File: config.mk
export PLATFORM = sky130hd
export DESIGN_NAME = telecommand_packet_parse_crc_check_flat
export DESIGN_NICKNAME = d
export VERILOG_FILES = /design/src/rtl/core/tcpc_pkg.sv /design/src/rtl/core/tcpc_byte_if.sv /design/src/rtl/core/tcpc_res_if.sv /design/src/rtl/core/tcpc_in_stage.sv /design/src/rtl/core/tcpc_parser.sv /design/src/rtl/core/tcpc_out_stage.sv /design/src/rtl/core/telecommand_packet_parse_crc_check.sv /design/src/flat_wrapper.sv
export VERILOG_INCLUDE_DIRS = /design/src /design/src/rtl/core
export SDC_FILE = /design/constraint.sdc
export NUM_CORES = 1
export LEC_CHECK = 0
export BUFFER_PORTS_ARGS = -buffer_cell sky130_fd_sc_hd__buf_2
export CAP_MARGIN = 20
export CELL_PAD_IN_SITES_DETAIL_PLACEMENT = 1
export CELL_PAD_IN_SITES_GLOBAL_PLACEMENT = 1
export CORE_MARGIN = 3
export CORE_UTILIZATION = 43
export DETAILED_ROUTE_END_ITERATION = 12
export PLACE_DENSITY_LB_ADDON = 0.1
export SYNTH_ARGS = -nofsm -noshare
export SYNTH_HDL_FRONTEND = slang
export SYNTH_HIERARCHICAL = 1
export SYNTH_SLANG_ARGS = --single-unit
export TNS_END_PERCENT = 30
File: constraint.sdc
create_clock -name i_clk -period 2.92 [get_ports i_clk]
set_clock_uncertainty 0.2 [all_clocks]
set_input_delay 0.146 -clock i_clk [delete_from_list [all_inputs] [get_ports i_clk]]
set_output_delay 0.146 -clock i_clk [all_outputs]
set_load 0.05 [all_outputs]
File: src/rtl/core/assert_macros.svh
// Assertion helpers for the RTL; every user has i_clk and i_rst_n in scope.
`ifndef ASSERT_MACROS_SVH
`define ASSERT_MACROS_SVH

// Property must hold at every clock edge out of reset.
`define ASSERT_ALWAYS(lbl, prop, msg) \
    lbl: assert property (@(posedge i_clk) disable iff (!i_rst_n) (prop)) \
        else $error(msg);

// Condition must never be seen at a clock edge out of reset.
`define ASSERT_NEVER(lbl, cond, msg) \
    lbl: assert property (@(posedge i_clk) disable iff (!i_rst_n) !(cond)) \
        else $error(msg);

`endif

File: src/rtl/core/tcpc_pkg.sv
package tcpc_pkg;

    // Parser phase within one packet
    typedef enum logic [1:0] {
        PH_HEADER = 2'd0,
        PH_DATA   = 2'd1,
        PH_PEC_HI = 2'd2,
        PH_PEC_LO = 2'd3
    } t_phase;

    localparam logic [15:0] CRC_INIT   = 16'hFFFF;
    localparam logic [15:0] CRC_POLY   = 16'h1021;
    localparam logic [15:0] LEN_OFFSET = 16'd5;

    // Header byte positions
    localparam logic [3:0] HDR_BYTES = 4'd10;
    localparam logic [3:0] HDR_LAST  = 4'd9;
    localparam logic [3:0] IDX_SEQ   = 4'd2;
    localparam logic [3:0] IDX_LEN   = 4'd4;
    localparam logic [3:0] IDX_DFH   = 4'd6;

    // One decoded packet
    typedef struct packed {
        logic [15:0] packet_ident;
        logic [10:0] app_id;
        logic [1:0]  seq_flags;
        logic [13:0] seq_count;
        logic [15:0] length_field;
        logic [3:0]  ack_bits;
        logic [7:0]  service_type;
        logic [7:0]  service_subtype;
        logic [7:0]  source_id;
        logic [15:0] crc_expected;
        logic [15:0] crc_computed;
        logic        crc_ok;
    } t_res;

    // CRC-16-CCITT over one byte, MSB first
    function automatic logic [15:0] crc_byte(input logic [15:0] crc_in,
                                             input logic [7:0]  data);
        logic [15:0] c;
        int          k;
        c = crc_in ^ {data, 8'h00};
        for (k = 0; k < 8; k++) begin
            if (c[15]) begin
                c = {c[14:0], 1'b0} ^ CRC_POLY;
            end else begin
                c = {c[14:0], 1'b0};
            end
        end
        return c;
    endfunction

endpackage

File: src/rtl/core/tcpc_byte_if.sv
// Byte stream channel
interface tcpc_byte_if;
    logic       valid;
    logic       ready;
    logic [7:0] rx_byte;

    modport source (output valid, output rx_byte, input ready);
    modport sink (input valid, input rx_byte, output ready);
endinterface

File: src/rtl/core/tcpc_res_if.sv
// Decoded packet channel
interface tcpc_res_if;
    logic           valid;
    logic           ready;
    tcpc_pkg::t_res data;

    modport source (output valid, output data, input ready);
    modport sink (input valid, input data, output ready);
endinterface

File: src/rtl/core/tcpc_in_stage.sv
// Input register: holds one byte until the parser takes it
module tcpc_in_stage (
    input  logic             i_clk,
    input  logic             i_rst_n,
    tcpc_byte_if.sink        i_rx,
    input  logic             i_take,
    output logic             o_valid,
    output logic [7:0]       o_byte
);
    logic       r_valid;
    logic [7:0] r_byte;

    // Free slot, or the held byte leaves this cycle
    assign i_rx.ready = !r_valid || i_take;
    assign o_valid    = r_valid;
    assign o_byte     = r_byte;

    always_ff @(posedge i_clk) begin
        if (!i_rst_n) begin
            r_valid <= 1'b0;
        end else if (i_rx.ready) begin
            r_valid <= i_rx.valid;
        end
    end

    always_ff @(posedge i_clk) begin
        if (i_rx.valid && i_rx.ready) begin
            r_byte <= i_rx.rx_byte;
        end
    end
endmodule

File: src/rtl/core/tcpc_parser.sv
`include "assert_macros.svh"

// Packet field assembly and running CRC, one byte per cycle while the result register has room
module tcpc_parser (
    input  logic            i_clk,
    input  logic            i_rst_n,
    input  logic            i_valid,
    input  logic [7:0]      i_byte,
    input  logic            i_space,
    output logic            o_take,
    output logic            o_res_valid,
    output tcpc_pkg::t_res  o_res
);
    tcpc_pkg::t_phase r_phase, n_phase;
    logic [3:0]       r_hidx, n_hidx;
    logic [15:0]      r_crc, n_crc;
    logic [15:0]      r_ident, n_ident;
    logic [15:0]      r_seq, n_seq;
    logic [15:0]      r_len, n_len;
    logic [31:0]      r_dfh, n_dfh;
    logic [15:0]      r_rem, n_rem;
    logic [7:0]       r_pec_hi, n_pec_hi;

    logic [15:0] crc_next;
    logic [3:0]  hidx_eff;
    logic [15:0] rem_init;
    logic [15:0] pec_word;

    // Control state
    always_ff @(posedge i_clk) begin
        if (!i_rst_n) begin
            r_phase <= tcpc_pkg::PH_HEADER;
            r_hidx  <= '0;
            r_crc   <= tcpc_pkg::CRC_INIT;
        end else begin
            r_phase <= n_phase;
            r_hidx  <= n_hidx;
            r_crc   <= n_crc;
        end
    end

    // Field registers, fully rewritten by every packet
    always_ff @(posedge i_clk) begin
        r_ident  <= n_ident;
        r_seq    <= n_seq;
        r_len    <= n_len;
        r_dfh    <= n_dfh;
        r_rem    <= n_rem;
        r_pec_hi <= n_pec_hi;
    end

    assign crc_next = tcpc_pkg::crc_byte(r_crc, i_byte);
    assign hidx_eff = (r_hidx >= tcpc_pkg::HDR_BYTES) ? 4'd0 : r_hidx;
    assign rem_init = (r_len >= tcpc_pkg::LEN_OFFSET) ? (r_len - tcpc_pkg::LEN_OFFSET) : 16'd0;
    assign pec_word = {r_pec_hi, i_byte};

    // Next state per phase
    always_comb begin
        n_phase     = r_phase;
        n_hidx      = r_hidx;
        n_crc       = r_crc;
        n_ident     = r_ident;
        n_seq       = r_seq;
        n_len       = r_len;
        n_dfh       = r_dfh;
        n_rem       = r_rem;
        n_pec_hi    = r_pec_hi;
        o_take      = i_valid && i_space;
        o_res_valid = 1'b0;
        if (o_take) begin
            unique case (r_phase)
                tcpc_pkg::PH_HEADER: begin
                    n_crc = crc_next;
                    if (hidx_eff < tcpc_pkg::IDX_SEQ) begin
                        n_ident = {r_ident[7:0], i_byte};
                    end else if (hidx_eff < tcpc_pkg::IDX_LEN) begin
                        n_seq = {r_seq[7:0], i_byte};
                    end else if (hidx_eff < tcpc_pkg::IDX_DFH) begin
                        n_len = {r_len[7:0], i_byte};
                    end else begin
                        n_dfh = {r_dfh[23:0], i_byte};
                    end
                    if (hidx_eff == tcpc_pkg::HDR_LAST) begin
                        // length bytes are complete by now
                        n_hidx  = '0;
                        n_rem   = rem_init;
                        n_phase = (rem_init != 16'd0) ? tcpc_pkg::PH_DATA
                                                      : tcpc_pkg::PH_PEC_HI;
                    end else begin
                        n_hidx = hidx_eff + 4'd1;
                    end
                end
                tcpc_pkg::PH_DATA: begin
                    n_crc = crc_next;
                    n_rem = r_rem - 16'd1;
                    if (r_rem == 16'd1) begin
                        n_phase = tcpc_pkg::PH_PEC_HI;
                    end
                end
                tcpc_pkg::PH_PEC_HI: begin
                    n_pec_hi = i_byte;
                    n_phase  = tcpc_pkg::PH_PEC_LO;
                end
                tcpc_pkg::PH_PEC_LO: begin
                    // packet done: emit and re-arm
                    o_res_valid = 1'b1;
                    n_phase     = tcpc_pkg::PH_HEADER;
                    n_hidx      = '0;
                    n_crc       = tcpc_pkg::CRC_INIT;
                end
            endcase
        end
    end

    // Result fields
    always_comb begin
        o_res.packet_ident    = r_ident;
        o_res.app_id          = r_ident[10:0];
        o_res.seq_flags       = r_seq[15:14];
        o_res.seq_count       = r_seq[13:0];
        o_res.length_field    = r_len;
        o_res.ack_bits        = r_dfh[27:24];
        o_res.service_type    = r_dfh[23:16];
        o_res.service_subtype = r_dfh[15:8];
        o_res.source_id       = r_dfh[7:0];
        o_res.crc_expected    = pec_word;
        o_res.crc_computed    = r_crc;
        o_res.crc_ok          = (pec_word == r_crc);
    end

    `ASSERT_NEVER(a_hidx_range, r_hidx >= tcpc_pkg::HDR_BYTES, "header index out of range")
    `ASSERT_ALWAYS(a_rem_nonzero, (r_phase == tcpc_pkg::PH_DATA) |-> (r_rem != 16'd0), "data phase with no bytes left")
    `ASSERT_ALWAYS(a_hidx_idle, (r_phase != tcpc_pkg::PH_HEADER) |-> (r_hidx == 4'd0), "header index left set outside header")
    `ASSERT_ALWAYS(a_rearm, o_res_valid |=> (r_phase == tcpc_pkg::PH_HEADER && r_crc == tcpc_pkg::CRC_INIT), "no re-arm after result")
endmodule

File: src/rtl/core/tcpc_out_stage.sv
// Result register toward the consumer
module tcpc_out_stage (
    input  logic           i_clk,
    input  logic           i_rst_n,
    input  logic           i_res_valid,
    input  tcpc_pkg::t_res i_res,
    output logic           o_space,
    tcpc_res_if.source     o_res
);
    logic           r_valid;
    tcpc_pkg::t_res r_res;

    // Room when empty or the held result transfers now
    assign o_space     = !r_valid || o_res.ready;
    assign o_res.valid = r_valid;
    assign o_res.data  = r_res;

    always_ff @(posedge i_clk) begin
        if (!i_rst_n) begin
            r_valid <= 1'b0;
        end else if (o_space) begin
            r_valid <= i_res_valid;
        end
    end

    always_ff @(posedge i_clk) begin
        if (o_space && i_res_valid) begin
            r_res <= i_res;
        end
    end
endmodule

File: src/rtl/core/telecommand_packet_parse_crc_check.sv
// Channel   Dir  Payload                       Transfer
// i_rx      in   rx_byte (8)                   valid & ready
// o_res     out  decoded packet (tcpc_pkg::t_res)  valid & ready
//
// One byte per cycle sustained while the result is not stalled; a byte waits in the input register,
// and its field update and CRC step happen on the way to the result register.
// A result is registered when the parser takes the last error control byte from the input register.
// Synchronous active-low reset returns the parser to the first header byte.
// A stalled result holds the parser; the input register keeps taking bytes
// until it is full.
module telecommand_packet_parse_crc_check (
    input  logic        i_clk,
    input  logic        i_rst_n,
    tcpc_byte_if.sink   i_rx,
    tcpc_res_if.source  o_res
);
    logic           in_valid;
    logic [7:0]     in_byte;
    logic           take;
    logic           space;
    logic           res_valid;
    tcpc_pkg::t_res res;

    tcpc_in_stage u_in (
        .i_clk   (i_clk),
        .i_rst_n (i_rst_n),
        .i_rx    (i_rx),
        .i_take  (take),
        .o_valid (in_valid),
        .o_byte  (in_byte)
    );

    tcpc_parser u_parser (
        .i_clk       (i_clk),
        .i_rst_n     (i_rst_n),
        .i_valid     (in_valid),
        .i_byte      (in_byte),
        .i_space     (space),
        .o_take      (take),
        .o_res_valid (res_valid),
        .o_res       (res)
    );

    tcpc_out_stage u_out (
        .i_clk       (i_clk),
        .i_rst_n     (i_rst_n),
        .i_res_valid (res_valid),
        .i_res       (res),
        .o_space     (space),
        .o_res       (o_res)
    );
endmodule

File: src/flat_wrapper.sv
// flat-port wrapper written by rule: the top's interface ports become plain ports
module telecommand_packet_parse_crc_check_flat 
  (i_clk, i_rst_n, i_rx_valid, i_rx_rx_byte, i_rx_ready, o_res_valid, o_res_data, o_res_ready);
  tcpc_byte_if i_rx_i ();
  tcpc_res_if o_res_i ();
  input  logic i_clk;
  input  logic i_rst_n;
  input wire logic [$bits(i_rx_i.valid)-1:0] i_rx_valid;
  input wire logic [$bits(i_rx_i.rx_byte)-1:0] i_rx_rx_byte;
  output wire logic [$bits(i_rx_i.ready)-1:0] i_rx_ready;
  output wire logic [$bits(o_res_i.valid)-1:0] o_res_valid;
  output wire logic [$bits(o_res_i.data)-1:0] o_res_data;
  input wire logic [$bits(o_res_i.ready)-1:0] o_res_ready;
  assign i_rx_i.valid = i_rx_valid;
  assign i_rx_i.rx_byte = i_rx_rx_byte;
  assign i_rx_ready = i_rx_i.ready;
  assign o_res_valid = o_res_i.valid;
  assign o_res_data = o_res_i.data;
  assign o_res_i.ready = o_res_ready;
  telecommand_packet_parse_crc_check u_core (.i_clk(i_clk), .i_rst_n(i_rst_n), .i_rx(i_rx_i), .o_res(o_res_i));
endmodule
==> metrics.txt, run 1 <==
# TYPE chip_impl_metric gauge
chip_impl_info{name="status",value="complete, no violations"} 1
chip_impl_metric{name="cts_num_sinks",unit=""} 252
chip_impl_info{name="critPathLaunchType",value="flip-flop"} 1
chip_impl_metric{name="antennaDiodeCount",unit=""} 0
chip_impl_metric{name="vias",unit=""} 5274
chip_impl_metric{name="dp_worst_setup_slack",unit="ns"} 0.133
chip_impl_metric{name="synth_enable_flop_cells",unit=""} 228
chip_impl_metric{name="sw_frac_of_total",unit="%"} 20.9
chip_impl_metric{name="placed_cell_area",unit="um2"} 10400
chip_impl_metric{name="synthesis_stage_register_bit_count",unit=""} 252
chip_impl_metric{name="synth_area_per_cell",unit="um2"} 16.5
chip_impl_metric{name="synthToLayoutAreaGrowth",unit="%"} 20.9
chip_impl_metric{name="worstPathMaxFanout",unit=""} 8
chip_impl_metric{name="finalHoldViolCount",unit=""} 0
chip_impl_metric{name="worst-endpoint-arrival",unit="ns"} 2.94
chip_impl_info{name="hold_path_startpoint",value="i_rx_rx_byte[1]"} 1
chip_impl_metric{name="power.share.clock",unit="%"} 41.7
chip_impl_metric{name="start_util",unit="%"} 44.3
chip_impl_info{name="crit_end_element",value="flip-flop"} 1
chip_impl_metric{name="postLayoutCellArea",unit="um2"} 11400
chip_impl_metric{name="grt_first_pass_wirelength",unit="um"} 32300
chip_impl_metric{name="register_clock_pin_slew_on_the_reported_worst_setup_and_hold_paths",unit="ns"} 0.06
chip_impl_metric{name="drt_pre_antenna_iters",unit=""} 4
chip_impl_info{name="layout.cells.most_common_list",value="228 x sky130_fd_sc_hd__edfxtp_1, 133 x sky130_fd_sc_hd__buf_2, 49 x sky130_fd_sc_hd__xnor2_1"} 1
chip_impl_metric{name="grt_overflow",unit=""} 0
chip_impl_metric{name="setup_violations",unit=""} 0
chip_impl_metric{name="drv_slew",unit=""} 0
chip_impl_metric{name="drt_wl_total",unit="um"} 20800
chip_impl_info{name="hold_path.class",value="primary input to flip-flop"} 1
chip_impl_metric{name="synthesis.nets",unit=""} 596
chip_impl_info{name="cts_tree",value="done"} 1
chip_impl_metric{name="die_area",unit="um2"} 23800
chip_impl_metric{name="placer_s_final_routability_congestion_estimate",unit=""} 0.846
chip_impl_metric{name="chipHeight",unit="um"} 154
chip_impl_metric{name="postSynth.asyncResetShare",unit="%"} 0
chip_impl_info{name="critical_path.startpoint",value="u_core/u_parser/r_len[1]$_DFFE_PP_"} 1
chip_impl_metric{name="power.switching",unit="mW"} 1.57
chip_impl_metric{name="finalCriticalPeriod",unit="ns"} 2.74
chip_impl_metric{name="p_int",unit="mW"} 5.95
chip_impl_metric{name="cp.required",unit="ns"} 3.12
chip_impl_metric{name="post_drt_wl_per_cell",unit="um"} 20.2
chip_impl_metric{name="netlist.area_leader.share",unit="%"} 72.3
chip_impl_metric{name="totalPowerFinal",unit="mW"} 7.52
chip_impl_metric{name="detailedPlacementHpwl",unit="um"} 14400
chip_impl_metric{name="seq_area_frac_synth",unit="%"} 77.4
chip_impl_metric{name="row_count",unit=""} 53
chip_impl_metric{name="fin_hold_ws",unit="ns"} 0.128
chip_impl_metric{name="post_synth_inst_count",unit=""} 574
chip_impl_metric{name="postRouteAntennaNets",unit=""} 0
chip_impl_metric{name="yosysWarningCount",unit=""} 6
chip_impl_metric{name="p_comb_share",unit="%"} 4.3
chip_impl_metric{name="htreeDepth",unit=""} 1
chip_impl_metric{name="port-buffer-count",unit=""} 133
chip_impl_metric{name="filler_cell_count",unit=""} 2054
chip_impl_info{name="yosysTopAreaCell",value="sky130_fd_sc_hd__edfxtp_1"} 1
chip_impl_metric{name="cap_violations",unit=""} 0
chip_impl_metric{name="antenna_found_initial",unit=""} 0
chip_impl_metric{name="route.detailed.vias_per_inst",unit=""} 5.12
chip_impl_metric{name="seqPwrFrac",unit="%"} 54.1
chip_impl_metric{name="total_leakage_power",unit="nW"} 4.00
chip_impl_metric{name="utilization",unit="%"} 53.6
chip_impl_metric{name="power_density",unit="nW/um2"} 657
chip_impl_info{name="cts.root.buffer_cell",value="sky130_fd_sc_hd__clkbuf_16"} 1
chip_impl_metric{name="cts_buffer_depth",unit=""} 3
chip_impl_info{name="reg2reg_from",value="u_core/u_parser/r_len[1]$_DFFE_PP_"} 1
chip_impl_metric{name="netlist_area",unit="um2"} 9470
chip_impl_metric{name="final_min_period_over_clock_period",unit="%"} 93.9
chip_impl_info{name="final_common_cell",value="sky130_fd_sc_hd__edfxtp_1"} 1
chip_impl_metric{name="yosysUniqueCellTypes",unit=""} 57
chip_impl_metric{name="top_level_ports",unit=""} 134
chip_impl_metric{name="via_count_of_the_first_global_routing_pass",unit=""} 5440
chip_impl_metric{name="fmaxAchievable",unit="GHz"} 0.365
chip_impl_metric{name="fraction_of_final_layout_cells_sized_beyond_drive_strength_1",unit="%"} 28.9
chip_impl_metric{name="grtUsageTotal",unit="%"} 17.2
chip_impl_metric{name="die_w",unit="um"} 154
chip_impl_metric{name="max-slew-margin-rel",unit="%"} 54.8
chip_impl_metric{name="final_critical_path_setup_slack",unit="ns"} 0.178
chip_impl_metric{name="tightestPinTransition",unit="ns"} 0.678
chip_impl_metric{name="worst_skew_pair.late_latency",unit="ns"} 0.53
chip_impl_metric{name="drc",unit=""} 0
chip_impl_info{name="timing.setup.critical_path_class",value="flip-flop to flip-flop"} 1
chip_impl_metric{name="placeableCoreArea",unit="um2"} 21400
chip_impl_metric{name="cts_buffers",unit=""} 26
chip_impl_metric{name="grt_start_max_net_pins",unit=""} 37
chip_impl_metric{name="drt_iter0_drc",unit=""} 298
chip_impl_metric{name="power.ir.vdd_worst",unit="mV"} 0.359
chip_impl_info{name="leading_cell_types_by_total_area_after_synthesis",value="sky130_fd_sc_hd__edfxtp_1 72%, sky130_fd_sc_hd__dfxtp_1 5.1%, sky130_fd_sc_hd__xnor2_1 4.5%"} 1
chip_impl_metric{name="layout.nets",unit=""} 759
chip_impl_info{name="postSynth.topFlopCell",value="sky130_fd_sc_hd__edfxtp_1"} 1
cells in the mapped netlist (12+ instances only):
master and n:
sky130_fd_sc_hd__inv_1 14, sky130_fd_sc_hd__nor3_1 13, sky130_fd_sc_hd__edfxtp_1 228, sky130_fd_sc_hd__buf_4 20, sky130_fd_sc_hd__xor2_1 14, sky130_fd_sc_hd__o22ai_1 17, sky130_fd_sc_hd__xnor2_1 49, sky130_fd_sc_hd__nor2_1 23
sky130_fd_sc_hd__nand2_1 36, sky130_fd_sc_hd__o21ai_0 12, sky130_fd_sc_hd__dfxtp_1 24, sky130_fd_sc_hd__a21oi_1 14
registers in the layout, summed over array words and instances (netlist names):
register / count
u_core/u_parser/r_pec_hi: 8
u_core/u_parser/r_rem: 16
u_core/u_parser/r_len: 16
u_core/u_out/o_res.data: 120
u_core/u_parser/r_seq: 16
u_core/u_parser/r_hidx: 4
u_core/u_parser/r_dfh: 28
u_core/u_out/o_res.valid: 1
u_core/u_parser/r_ident: 16
u_core/u_in/o_valid: 1
u_core/u_parser/r_phase: 2
u_core/u_in/o_byte: 8
u_core/u_parser/r_crc: 16
logic make-up (layout without fill, tap and decap cells):
logic type | Yosys count | count (layout) | share of synthesized area [%]
AOI/OAI and AO/OA | 67 | 67 | 4.62
xor gates and xnor gates | 63 | 63 | 5.83
adders and majority gates | 10 | 10 | 1.32
buffers and inverters | 44 | 225 | 2.66
DFF | 252 | 252 | 77.4
muxes | 4 | 4 | 0.423
and+or+nand+nor | 134 | 134 | 7.77
stage by stage:
stage	setup TNS [ns]	instances
finish	0	1030
global route	-0.0134	1030
CTS	0	1026
detailed placement	0	967
global placement	0	967
floorplan	0	574
what timing repair did:
action                                 4_1_cts  5_1_grt
buffers inserted                             0        4
hold buffers                                13        0
setup endpoints to repair                    0       18
endpoints found under the hold margin       36        0
gates resized for setup                      0        4
layout make-up:
cell class	instances	area, um2	area share [%]
Tap cell	275	344	3.01
Multi-Input combinational cell	278	1930	16.8
Clock buffer	29	662	5.78
Inverter	14	52.6	0.459
Sequential cell	252	7330	64.0
Clock inverter	17	155	1.36
Timing Repair Buffer	165	976	8.53
worst max-delay path, stage by stage (launching register included):
cell and delay, ns:
sky130_fd_sc_hd__edfxtp_1 0.47, sky130_fd_sc_hd__inv_1 0.13, sky130_fd_sc_hd__ha_2 0.26, sky130_fd_sc_hd__nand2b_1 0.20, sky130_fd_sc_hd__nand4_1 0.22, sky130_fd_sc_hd__nor3_1 0.25
sky130_fd_sc_hd__mux2i_1 0.31, sky130_fd_sc_hd__nand4_1 0.17, sky130_fd_sc_hd__a2111oi_2 0.42
per-layer routing:
layer	vias up	wire length [um]	GRT usage (%)
met3	24	1170	2.83
met5	-	0	0
met4	0	293	3.66
li1	2469	-	-
met1	2613	9430	24.4
met2	168	9930	28.2
power groups by stage:
stage | registers (mW) | logic (mW) | clock network [mW]
2_1_floorplan | 4.10 | 0.266 | 0
6_report | 4.06 | 0.321 | 3.13
5_1_grt | 4.07 | 0.355 | 3.39
3_3_place_gp | 4.14 | 0.299 | 0
3_5_place_dp | 4.14 | 0.306 | 0
4_1_cts | 4.07 | 0.321 | 3.23
worst paths after layout:
path                                                                end  slack [ns]  depth (start not counted)
worst min-delay path                    u_core/u_in/o_byte[1]$_DFFE_PP_        0.13                          2
worst max register to register  u_core/u_parser/r_phase[1]$_SDFFE_PN0P_        0.18                          8
worst max-delay path            u_core/u_parser/r_phase[1]$_SDFFE_PN0P_        0.18                          8
worst min register to register    u_core/u_out/o_res.data[89]$_DFFE_PP_        0.21                          0
(Power assumes the default switching activity.)
==> run 2: changes to the inputs <==
--- a/config.mk
+++ b/config.mk
@@ -16,6 +16,5 @@
 export PLACE_DENSITY_LB_ADDON = 0.1
 export SYNTH_ARGS = -nofsm -noshare
 export SYNTH_HDL_FRONTEND = slang
-export SYNTH_HIERARCHICAL = 1
 export SYNTH_SLANG_ARGS = --single-unit
 export TNS_END_PERCENT = 30
==> metrics.txt, run 2 <==
# TYPE chip_impl_metric gauge
chip_impl_info{name="status",value="complete, no violations"} 1
chip_impl_metric{name="post_drt_wl_per_cell",unit="um"} 20.2
chip_impl_metric{name="vias",unit=""} 4941
chip_impl_metric{name="register_clock_pin_slew_on_the_reported_worst_setup_and_hold_paths",unit="ns"} 0.06
chip_impl_metric{name="power_density",unit="nW/um2"} 679
chip_impl_metric{name="grt_overflow",unit=""} 0
chip_impl_metric{name="synthesis.nets",unit=""} 553
chip_impl_metric{name="postSynth.asyncResetShare",unit="%"} 0
chip_impl_metric{name="post_synth_inst_count",unit=""} 530
chip_impl_info{name="yosysTopAreaCell",value="sky130_fd_sc_hd__edfxtp_1"} 1
chip_impl_info{name="timing.setup.critical_path_class",value="flip-flop to flip-flop"} 1
chip_impl_info{name="cts.root.buffer_cell",value="sky130_fd_sc_hd__clkbuf_16"} 1
chip_impl_info{name="final_common_cell",value="sky130_fd_sc_hd__edfxtp_1"} 1
chip_impl_metric{name="synthesis_stage_register_bit_count",unit=""} 241
chip_impl_metric{name="die_area",unit="um2"} 22500
chip_impl_info{name="postSynth.topFlopCell",value="sky130_fd_sc_hd__edfxtp_1"} 1
chip_impl_metric{name="final_min_period_over_clock_period",unit="%"} 85.0
chip_impl_metric{name="placer_s_final_routability_congestion_estimate",unit=""} 0.799
chip_impl_metric{name="worstPathMaxFanout",unit=""} 9
chip_impl_info{name="leading_cell_types_by_total_area_after_synthesis",value="sky130_fd_sc_hd__edfxtp_1 73%, sky130_fd_sc_hd__dfxtp_1 5.4%, sky130_fd_sc_hd__xnor2_1 4.8%"} 1
chip_impl_info{name="crit_end_element",value="flip-flop"} 1
chip_impl_metric{name="drt_wl_total",unit="um"} 19800
chip_impl_metric{name="via_count_of_the_first_global_routing_pass",unit=""} 5127
chip_impl_metric{name="port-buffer-count",unit=""} 133
chip_impl_metric{name="drt_iter0_drc",unit=""} 311
chip_impl_metric{name="antenna_found_initial",unit=""} 1
chip_impl_metric{name="worst-endpoint-arrival",unit="ns"} 2.62
chip_impl_metric{name="chipHeight",unit="um"} 150
chip_impl_metric{name="htreeDepth",unit=""} 1
chip_impl_metric{name="tightestPinTransition",unit="ns"} 0.706
chip_impl_metric{name="setup_violations",unit=""} 0
chip_impl_metric{name="synthToLayoutAreaGrowth",unit="%"} 22.5
chip_impl_metric{name="netlist_area",unit="um2"} 8930
chip_impl_metric{name="synth_area_per_cell",unit="um2"} 16.9
chip_impl_metric{name="yosysWarningCount",unit=""} 0
chip_impl_metric{name="layout.nets",unit=""} 715
chip_impl_metric{name="cap_violations",unit=""} 0
chip_impl_metric{name="power.ir.vdd_worst",unit="mV"} 0.401
chip_impl_metric{name="antennaDiodeCount",unit=""} 0
chip_impl_metric{name="grtUsageTotal",unit="%"} 17.4
chip_impl_metric{name="drc",unit=""} 0
chip_impl_info{name="layout.cells.most_common_list",value="217 x sky130_fd_sc_hd__edfxtp_1, 133 x sky130_fd_sc_hd__buf_2, 49 x sky130_fd_sc_hd__xnor2_1"} 1
chip_impl_metric{name="filler_cell_count",unit=""} 1973
chip_impl_metric{name="finalCriticalPeriod",unit="ns"} 2.48
chip_impl_metric{name="fin_hold_ws",unit="ns"} 0.151
chip_impl_metric{name="cts_buffer_depth",unit=""} 3
chip_impl_metric{name="ctsResizeCount",unit=""} 0
chip_impl_info{name="hold_path.class",value="primary input to flip-flop"} 1
chip_impl_info{name="dominant_cell_by_count_in_the_synthesized_netlist",value="sky130_fd_sc_hd__edfxtp_1"} 1
chip_impl_metric{name="cts_num_sinks",unit=""} 241
chip_impl_metric{name="cts_buffers",unit=""} 26
chip_impl_metric{name="max-slew-margin-rel",unit="%"} 52.9
chip_impl_metric{name="netlist.area_leader.share",unit="%"} 72.9
chip_impl_info{name="rsz0062_at_grt",value="no"} 1
chip_impl_metric{name="largest_register_ff_count",unit=""} 109
chip_impl_metric{name="finalHoldViolCount",unit=""} 0
chip_impl_metric{name="synth_enable_flop_cells",unit=""} 217
chip_impl_metric{name="drv_slew",unit=""} 0
chip_impl_metric{name="grt_start_max_net_pins",unit=""} 56
chip_impl_metric{name="yosysUniqueCellTypes",unit=""} 49
chip_impl_metric{name="start_util",unit="%"} 44.0
chip_impl_metric{name="register_area",unit="um2"} 7000
chip_impl_metric{name="route.detailed.vias_per_inst",unit=""} 5.04
chip_impl_metric{name="top_level_ports",unit=""} 134
chip_impl_info{name="ys_top_cells_by_count",value="217 x sky130_fd_sc_hd__edfxtp_1, 49 x sky130_fd_sc_hd__xnor2_1, 29 x sky130_fd_sc_hd__nand2_1"} 1
chip_impl_info{name="critPathLaunchType",value="flip-flop"} 1
chip_impl_metric{name="detailedPlacementHpwl",unit="um"} 13700
chip_impl_metric{name="cp.required",unit="ns"} 3.06
chip_impl_metric{name="worst_skew_pair.late_latency",unit="ns"} 0.51
chip_impl_metric{name="multi_input_area",unit="um2"} 1800
chip_impl_metric{name="total_leakage_power",unit="nW"} 3.79
chip_impl_metric{name="row_count",unit=""} 52
chip_impl_metric{name="seq_area_frac_synth",unit="%"} 78.3
chip_impl_metric{name="drt_pre_antenna_iters",unit=""} 4
chip_impl_metric{name="fmaxAchievable",unit="GHz"} 0.403
chip_impl_metric{name="placeableCoreArea",unit="um2"} 20300
chip_impl_info{name="cts_tree",value="done"} 1
chip_impl_metric{name="fraction_of_final_layout_cells_sized_beyond_drive_strength_1",unit="%"} 27.8
chip_impl_metric{name="die_w",unit="um"} 150
chip_impl_metric{name="grt_first_pass_wirelength",unit="um"} 30100
chip_impl_metric{name="postRouteAntennaNets",unit=""} 0
chip_impl_metric{name="totalPowerFinal",unit="mW"} 7.43
## run 2: where the power goes
group / internal (mW) / switching (mW)
sequential: 3.79 / 0.0831
clock: 2.01 / 1.25
combinational: 0.142 / 0.150
total: 5.94 / 1.49
## run 2: cell families (layout without fill, tap and decap cells)
logic type / after synthesis / in the layout / synth area share, %
flip-flops: 241 / 241 / 78.3
AND/OR/NAND/NOR: 119 / 119 / 7.38
XOR/XNOR: 66 / 66 / 6.47
AO/OA/AOI/OAI: 57 / 57 / 4.30
buffers and inverters: 36 / 217 / 2.00
adder cells (fa/ha/maj): 11 / 11 / 1.54
## run 2: final timing paths
check	start	endpoint	slack, ns	cells past startpoint
hold reg to reg	u_core.u_parser.r_ident[10]$_DFFE_PP_	u_core.u_out.o_res.data[114]$_DFFE_PP_	0.22	0
hold / removal	i_rx_rx_byte[4]	u_core.u_in.o_byte[4]$_DFFE_PP_	0.15	2
setup / recovery	u_core.u_parser.r_len[0]$_DFFE_PP_	u_core.u_parser.r_rem[4]$_DFFE_PP_	0.44	7
setup reg to reg	u_core.u_parser.r_len[0]$_DFFE_PP_	u_core.u_parser.r_rem[4]$_DFFE_PP_	0.44	7
## run 2: area by class of cell
type	instances	area share (%)
sequential	241	64.0
multi-input combinational	253	16.4
timing repair buffer	157	8.14
clock buffer	37	6.70
tap	270	3.09
clock inverter	10	1.18
inverter	13	0.480
## run 2: routing by layer
layer / GRT usage, % / vias to the layer above / part of all wire, %
li1: - / 2306 / -
met1: 24.9 / 2462 / 46
met2: 28.6 / 147 / 47
met3: 2.29 / 26 / 4.9
met4: 4.07 / 0 / 1.7
met5: 0 / - / 0
## run 2: stage by stage
stage | setup TNS [ns] | area (um2) | setup WS (ns) | cells | util, %
2_1_floorplan | -3.13 | 8970 | -0.195 | 530 | -
3_3_place_gp | 0 | 9950 | 0.526 | 921 | 49.0
3_5_place_dp | 0 | 9950 | 0.466 | 921 | 49.0
4_1_cts | 0 | 10900 | 0.452 | 981 | 53.9
5_1_grt | 0 | 10900 | 0.261 | 981 | 53.9
6_report | 0 | 10900 | 0.437 | 981 | 53.9
## run 2: critical path, cell delays in order (launching register included)
cell	delay (ns)
sky130_fd_sc_hd__edfxtp_1	0.48
sky130_fd_sc_hd__inv_1	0.12
sky130_fd_sc_hd__ha_1	0.24
sky130_fd_sc_hd__nand2b_1	0.22
sky130_fd_sc_hd__nand4_1	0.17
sky130_fd_sc_hd__and2b_2	0.30
sky130_fd_sc_hd__or2_2	0.39
sky130_fd_sc_hd__o22ai_1	0.20
## run 2: timing repair
| item | in CTS | in global routing |
|---|---|---|
| hold buffers | 13 | 0 |
| setup buffers | 0 | 0 |
| endpoints found under the hold margin | 32 | 0 |
==> run 3: changes to the inputs <==
--- a/config.mk
+++ b/config.mk
@@ -11,7 +11,8 @@
 export CELL_PAD_IN_SITES_DETAIL_PLACEMENT = 1
 export CELL_PAD_IN_SITES_GLOBAL_PLACEMENT = 1
 export CORE_MARGIN = 3
-export CORE_UTILIZATION = 43
+export CORE_UTILIZATION = 47
+export CTS_BUF_LIST = sky130_fd_sc_hd__clkbuf_16
 export DETAILED_ROUTE_END_ITERATION = 12
 export PLACE_DENSITY_LB_ADDON = 0.1
 export SYNTH_ARGS = -nofsm -noshare
==> constraint.sdc (replaced) <==
create_clock -name i_clk -period 2.3 [get_ports i_clk]
set_clock_uncertainty 0.2 [all_clocks]
set_input_delay 0.115 -clock i_clk [delete_from_list [all_inputs] [get_ports i_clk]]
set_output_delay 0.115 -clock i_clk [all_outputs]
set_load 0.05 [all_outputs]
==> metrics.txt, run 3 (same netlist as run 2, synthesis figures left out) <==
# TYPE chip_impl_metric gauge
chip_impl_info{name="status",value="complete, but fails checks"} 1
chip_impl_info{name="layout.cells.most_common_list",value="217 x sky130_fd_sc_hd__edfxtp_1, 133 x sky130_fd_sc_hd__buf_2, 59 x sky130_fd_sc_hd__buf_4"} 1
chip_impl_metric{name="power_density",unit="nW/um2"} 794
chip_impl_metric{name="finalCriticalPeriod",unit="ns"} 2.32
chip_impl_metric{name="htreeDepth",unit=""} 1
chip_impl_metric{name="worstPathMaxFanout",unit=""} 4
chip_impl_metric{name="drv_slew",unit=""} 0
chip_impl_metric{name="total_leakage_power",unit="nW"} 4.03
chip_impl_metric{name="postRouteAntennaNets",unit=""} 0
chip_impl_metric{name="row_count",unit=""} 49
chip_impl_metric{name="drt_iter0_drc",unit=""} 259
chip_impl_metric{name="postLayoutCellArea",unit="um2"} 11300
chip_impl_metric{name="antenna_found_initial",unit=""} 0
chip_impl_metric{name="setup_violations",unit=""} 2
chip_impl_metric{name="cts_buffers",unit=""} 24
chip_impl_metric{name="top_level_ports",unit=""} 134
chip_impl_info{name="final_common_cell",value="sky130_fd_sc_hd__edfxtp_1"} 1
chip_impl_metric{name="route.detailed.vias_per_inst",unit=""} 5.21
chip_impl_metric{name="die_area",unit="um2"} 20700
chip_impl_metric{name="fraction_of_final_layout_cells_sized_beyond_drive_strength_1",unit="%"} 34.1
chip_impl_metric{name="tightestPinTransition",unit="ns"} 0.547
chip_impl_info{name="critPathLaunchType",value="flip-flop"} 1
chip_impl_metric{name="layout.nets",unit=""} 765
chip_impl_metric{name="worst-endpoint-arrival",unit="ns"} 2.52
chip_impl_metric{name="chipHeight",unit="um"} 144
chip_impl_metric{name="fin_hold_ws",unit="ns"} 0.145
chip_impl_metric{name="drc",unit=""} 0
chip_impl_info{name="timing.setup.critical_path_class",value="flip-flop to flip-flop"} 1
chip_impl_metric{name="grt_first_pass_wirelength",unit="um"} 31300
chip_impl_metric{name="die_w",unit="um"} 144
chip_impl_metric{name="vias",unit=""} 5161
chip_impl_metric{name="grt_overflow",unit=""} 0
chip_impl_metric{name="placeableCoreArea",unit="um2"} 18300
chip_impl_metric{name="filler_cell_count",unit=""} 1722
chip_impl_metric{name="placer_s_final_routability_congestion_estimate",unit=""} 0.831
chip_impl_metric{name="power.ir.vdd_worst",unit="mV"} 0.476
chip_impl_metric{name="port-buffer-count",unit=""} 133
chip_impl_info{name="crit_end_element",value="flip-flop"} 1
chip_impl_info{name="failed_checks",value="setup timing"} 1
chip_impl_metric{name="drt_pre_antenna_iters",unit=""} 5
chip_impl_metric{name="cts_num_sinks",unit=""} 241
chip_impl_metric{name="final_critical_path_setup_slack",unit="ns"} -0.0225
chip_impl_info{name="cts_tree",value="done"} 1
chip_impl_metric{name="start_util",unit="%"} 48.7
chip_impl_metric{name="max-slew-margin-rel",unit="%"} 63.5
chip_impl_metric{name="via_count_of_the_first_global_routing_pass",unit=""} 5373
chip_impl_metric{name="post_drt_wl_per_cell",unit="um"} 21.1
chip_impl_metric{name="finalHoldViolCount",unit=""} 0
chip_impl_metric{name="cp.required",unit="ns"} 2.49
chip_impl_info{name="worstPathCellList",value="nor4_4 -> nand4b_1 -> or3_4 -> a221oi_4 -> nand3_1 -> o221a_1"} 1
chip_impl_metric{name="synthToLayoutAreaGrowth",unit="%"} 26.1
chip_impl_info{name="cts.root.buffer_cell",value="sky130_fd_sc_hd__clkbuf_16"} 1
chip_impl_info{name="rsz0062_at_grt",value="yes"} 1
chip_impl_metric{name="cpPeakStageDelay",unit="ns"} 0.47
chip_impl_metric{name="cap_violations",unit=""} 0
chip_impl_metric{name="detailedPlacementHpwl",unit="um"} 14000
chip_impl_metric{name="fmaxAchievable",unit="GHz"} 0.431
chip_impl_info{name="slowest_stage",value="sky130_fd_sc_hd__edfxtp_1"} 1
chip_impl_metric{name="grt_start_max_net_pins",unit=""} 93
chip_impl_metric{name="worst_skew_pair.late_latency",unit="ns"} 0.51
chip_impl_metric{name="register_clock_pin_slew_on_the_reported_worst_setup_and_hold_paths",unit="ns"} 0.06
chip_impl_metric{name="largest_register_ff_count",unit=""} 109
chip_impl_metric{name="totalPowerFinal",unit="mW"} 8.94
chip_impl_info{name="hold_path.class",value="primary input to flip-flop"} 1
chip_impl_metric{name="drt_wl_total",unit="um"} 20900
chip_impl_metric{name="cts_buffer_depth",unit=""} 3
chip_impl_metric{name="placed_cell_area",unit="um2"} 10200
chip_impl_metric{name="grtUsageTotal",unit="%"} 19.8
chip_impl_metric{name="final_min_period_over_clock_period",unit="%"} 101
[run 3: cell types whose count changed in the layout (fill, tap and decap cells not counted), moves of 3 or more]
cell | before | now
sky130_fd_sc_hd__buf_4 | 10 | 59
sky130_fd_sc_hd__clkbuf_1 | 8 | 0
sky130_fd_sc_hd__clkinv_2 | 1 | 4
sky130_fd_sc_hd__inv_1 | 12 | 18
sky130_fd_sc_hd__nor4_1 | 6 | 3
sky130_fd_sc_hd__nor4_2 | 1 | 4
[run 3: cell type report]
cell class	instances	area, um2	area share (%)
multi-input cells	254	1890	16.8
well taps	229	287	2.54
inverters	13	52.6	0.467
diodes	1	2.50	0.0222
flip-flops and latches	241	7000	62.2
clock inverters	19	110	0.978
clock buffers	25	626	5.55
repair buffers	208	1300	11.5
[run 3: per-stage QoR]
stage	utilization (%)	cells	setup TNS [ns]	worst slack, ns
floorplan	-	530	-86.29	-0.606
global placement	55.8	921	0	0.0464
detailed placement	55.8	921	-0.0647	-0.0299
CTS	60.7	978	-0.0118	-0.0118
global route	61.4	989	-0.346	-0.137
finish	61.4	990	-0.0423	-0.0225
[run 3: path summary, 6_finish.rpt]
| kind | start | to | slack, ns | depth (start not counted) |
|---|---|---|---|---|
| worst max-delay path | u_core.u_parser.r_rem[5]$_DFFE_PP_ | u_core.u_parser.r_phase[1]$_SDFFE_PN0P_ | -0.02 | 6 |
| worst min-delay path | i_rx_rx_byte[2] | u_core.u_in.o_byte[2]$_DFFE_PP_ | 0.15 | 2 |
| worst max register to register | u_core.u_parser.r_rem[5]$_DFFE_PP_ | u_core.u_parser.r_phase[1]$_SDFFE_PN0P_ | -0.02 | 6 |
| worst min register to register | u_core.u_parser.r_ident[14]$_DFFE_PP_ | u_core.u_out.o_res.data[118]$_DFFE_PP_ | 0.22 | 0 |
[run 3: power breakdown]
group          internal, mW  switching [mW]  leakage, nW
registers              4.81          0.0817         2.16
clock network          2.07            1.56        0.383
logic                 0.200           0.214         1.49
total                  7.08            1.86         4.03
[run 3: timing repair]
item,CTS,global route
endpoints found under the hold margin,32,0
pin swaps,0,6
hold buffers,13,0
cloned,0,1
endpoints found under the setup margin,10,31
gates resized for setup,4,14
setup buffers,0,10
[run 3: worst max-delay path, delay by kind of cell (launching register included)]
family	cells	cell delay, ns
flops	1	0.47
compound gates	2	0.53
simple gates	4	1.02
[run 3: routing by layer]
layer  GRT usage (%)  vias to the layer above  share of wire (%)
met3            3.46                       21                5.4
li1                -                     2421                  -
met4            3.82                        0                1.2
met1            27.8                     2580                 45
met2            32.8                      139                 48
met5               0                        -                  0
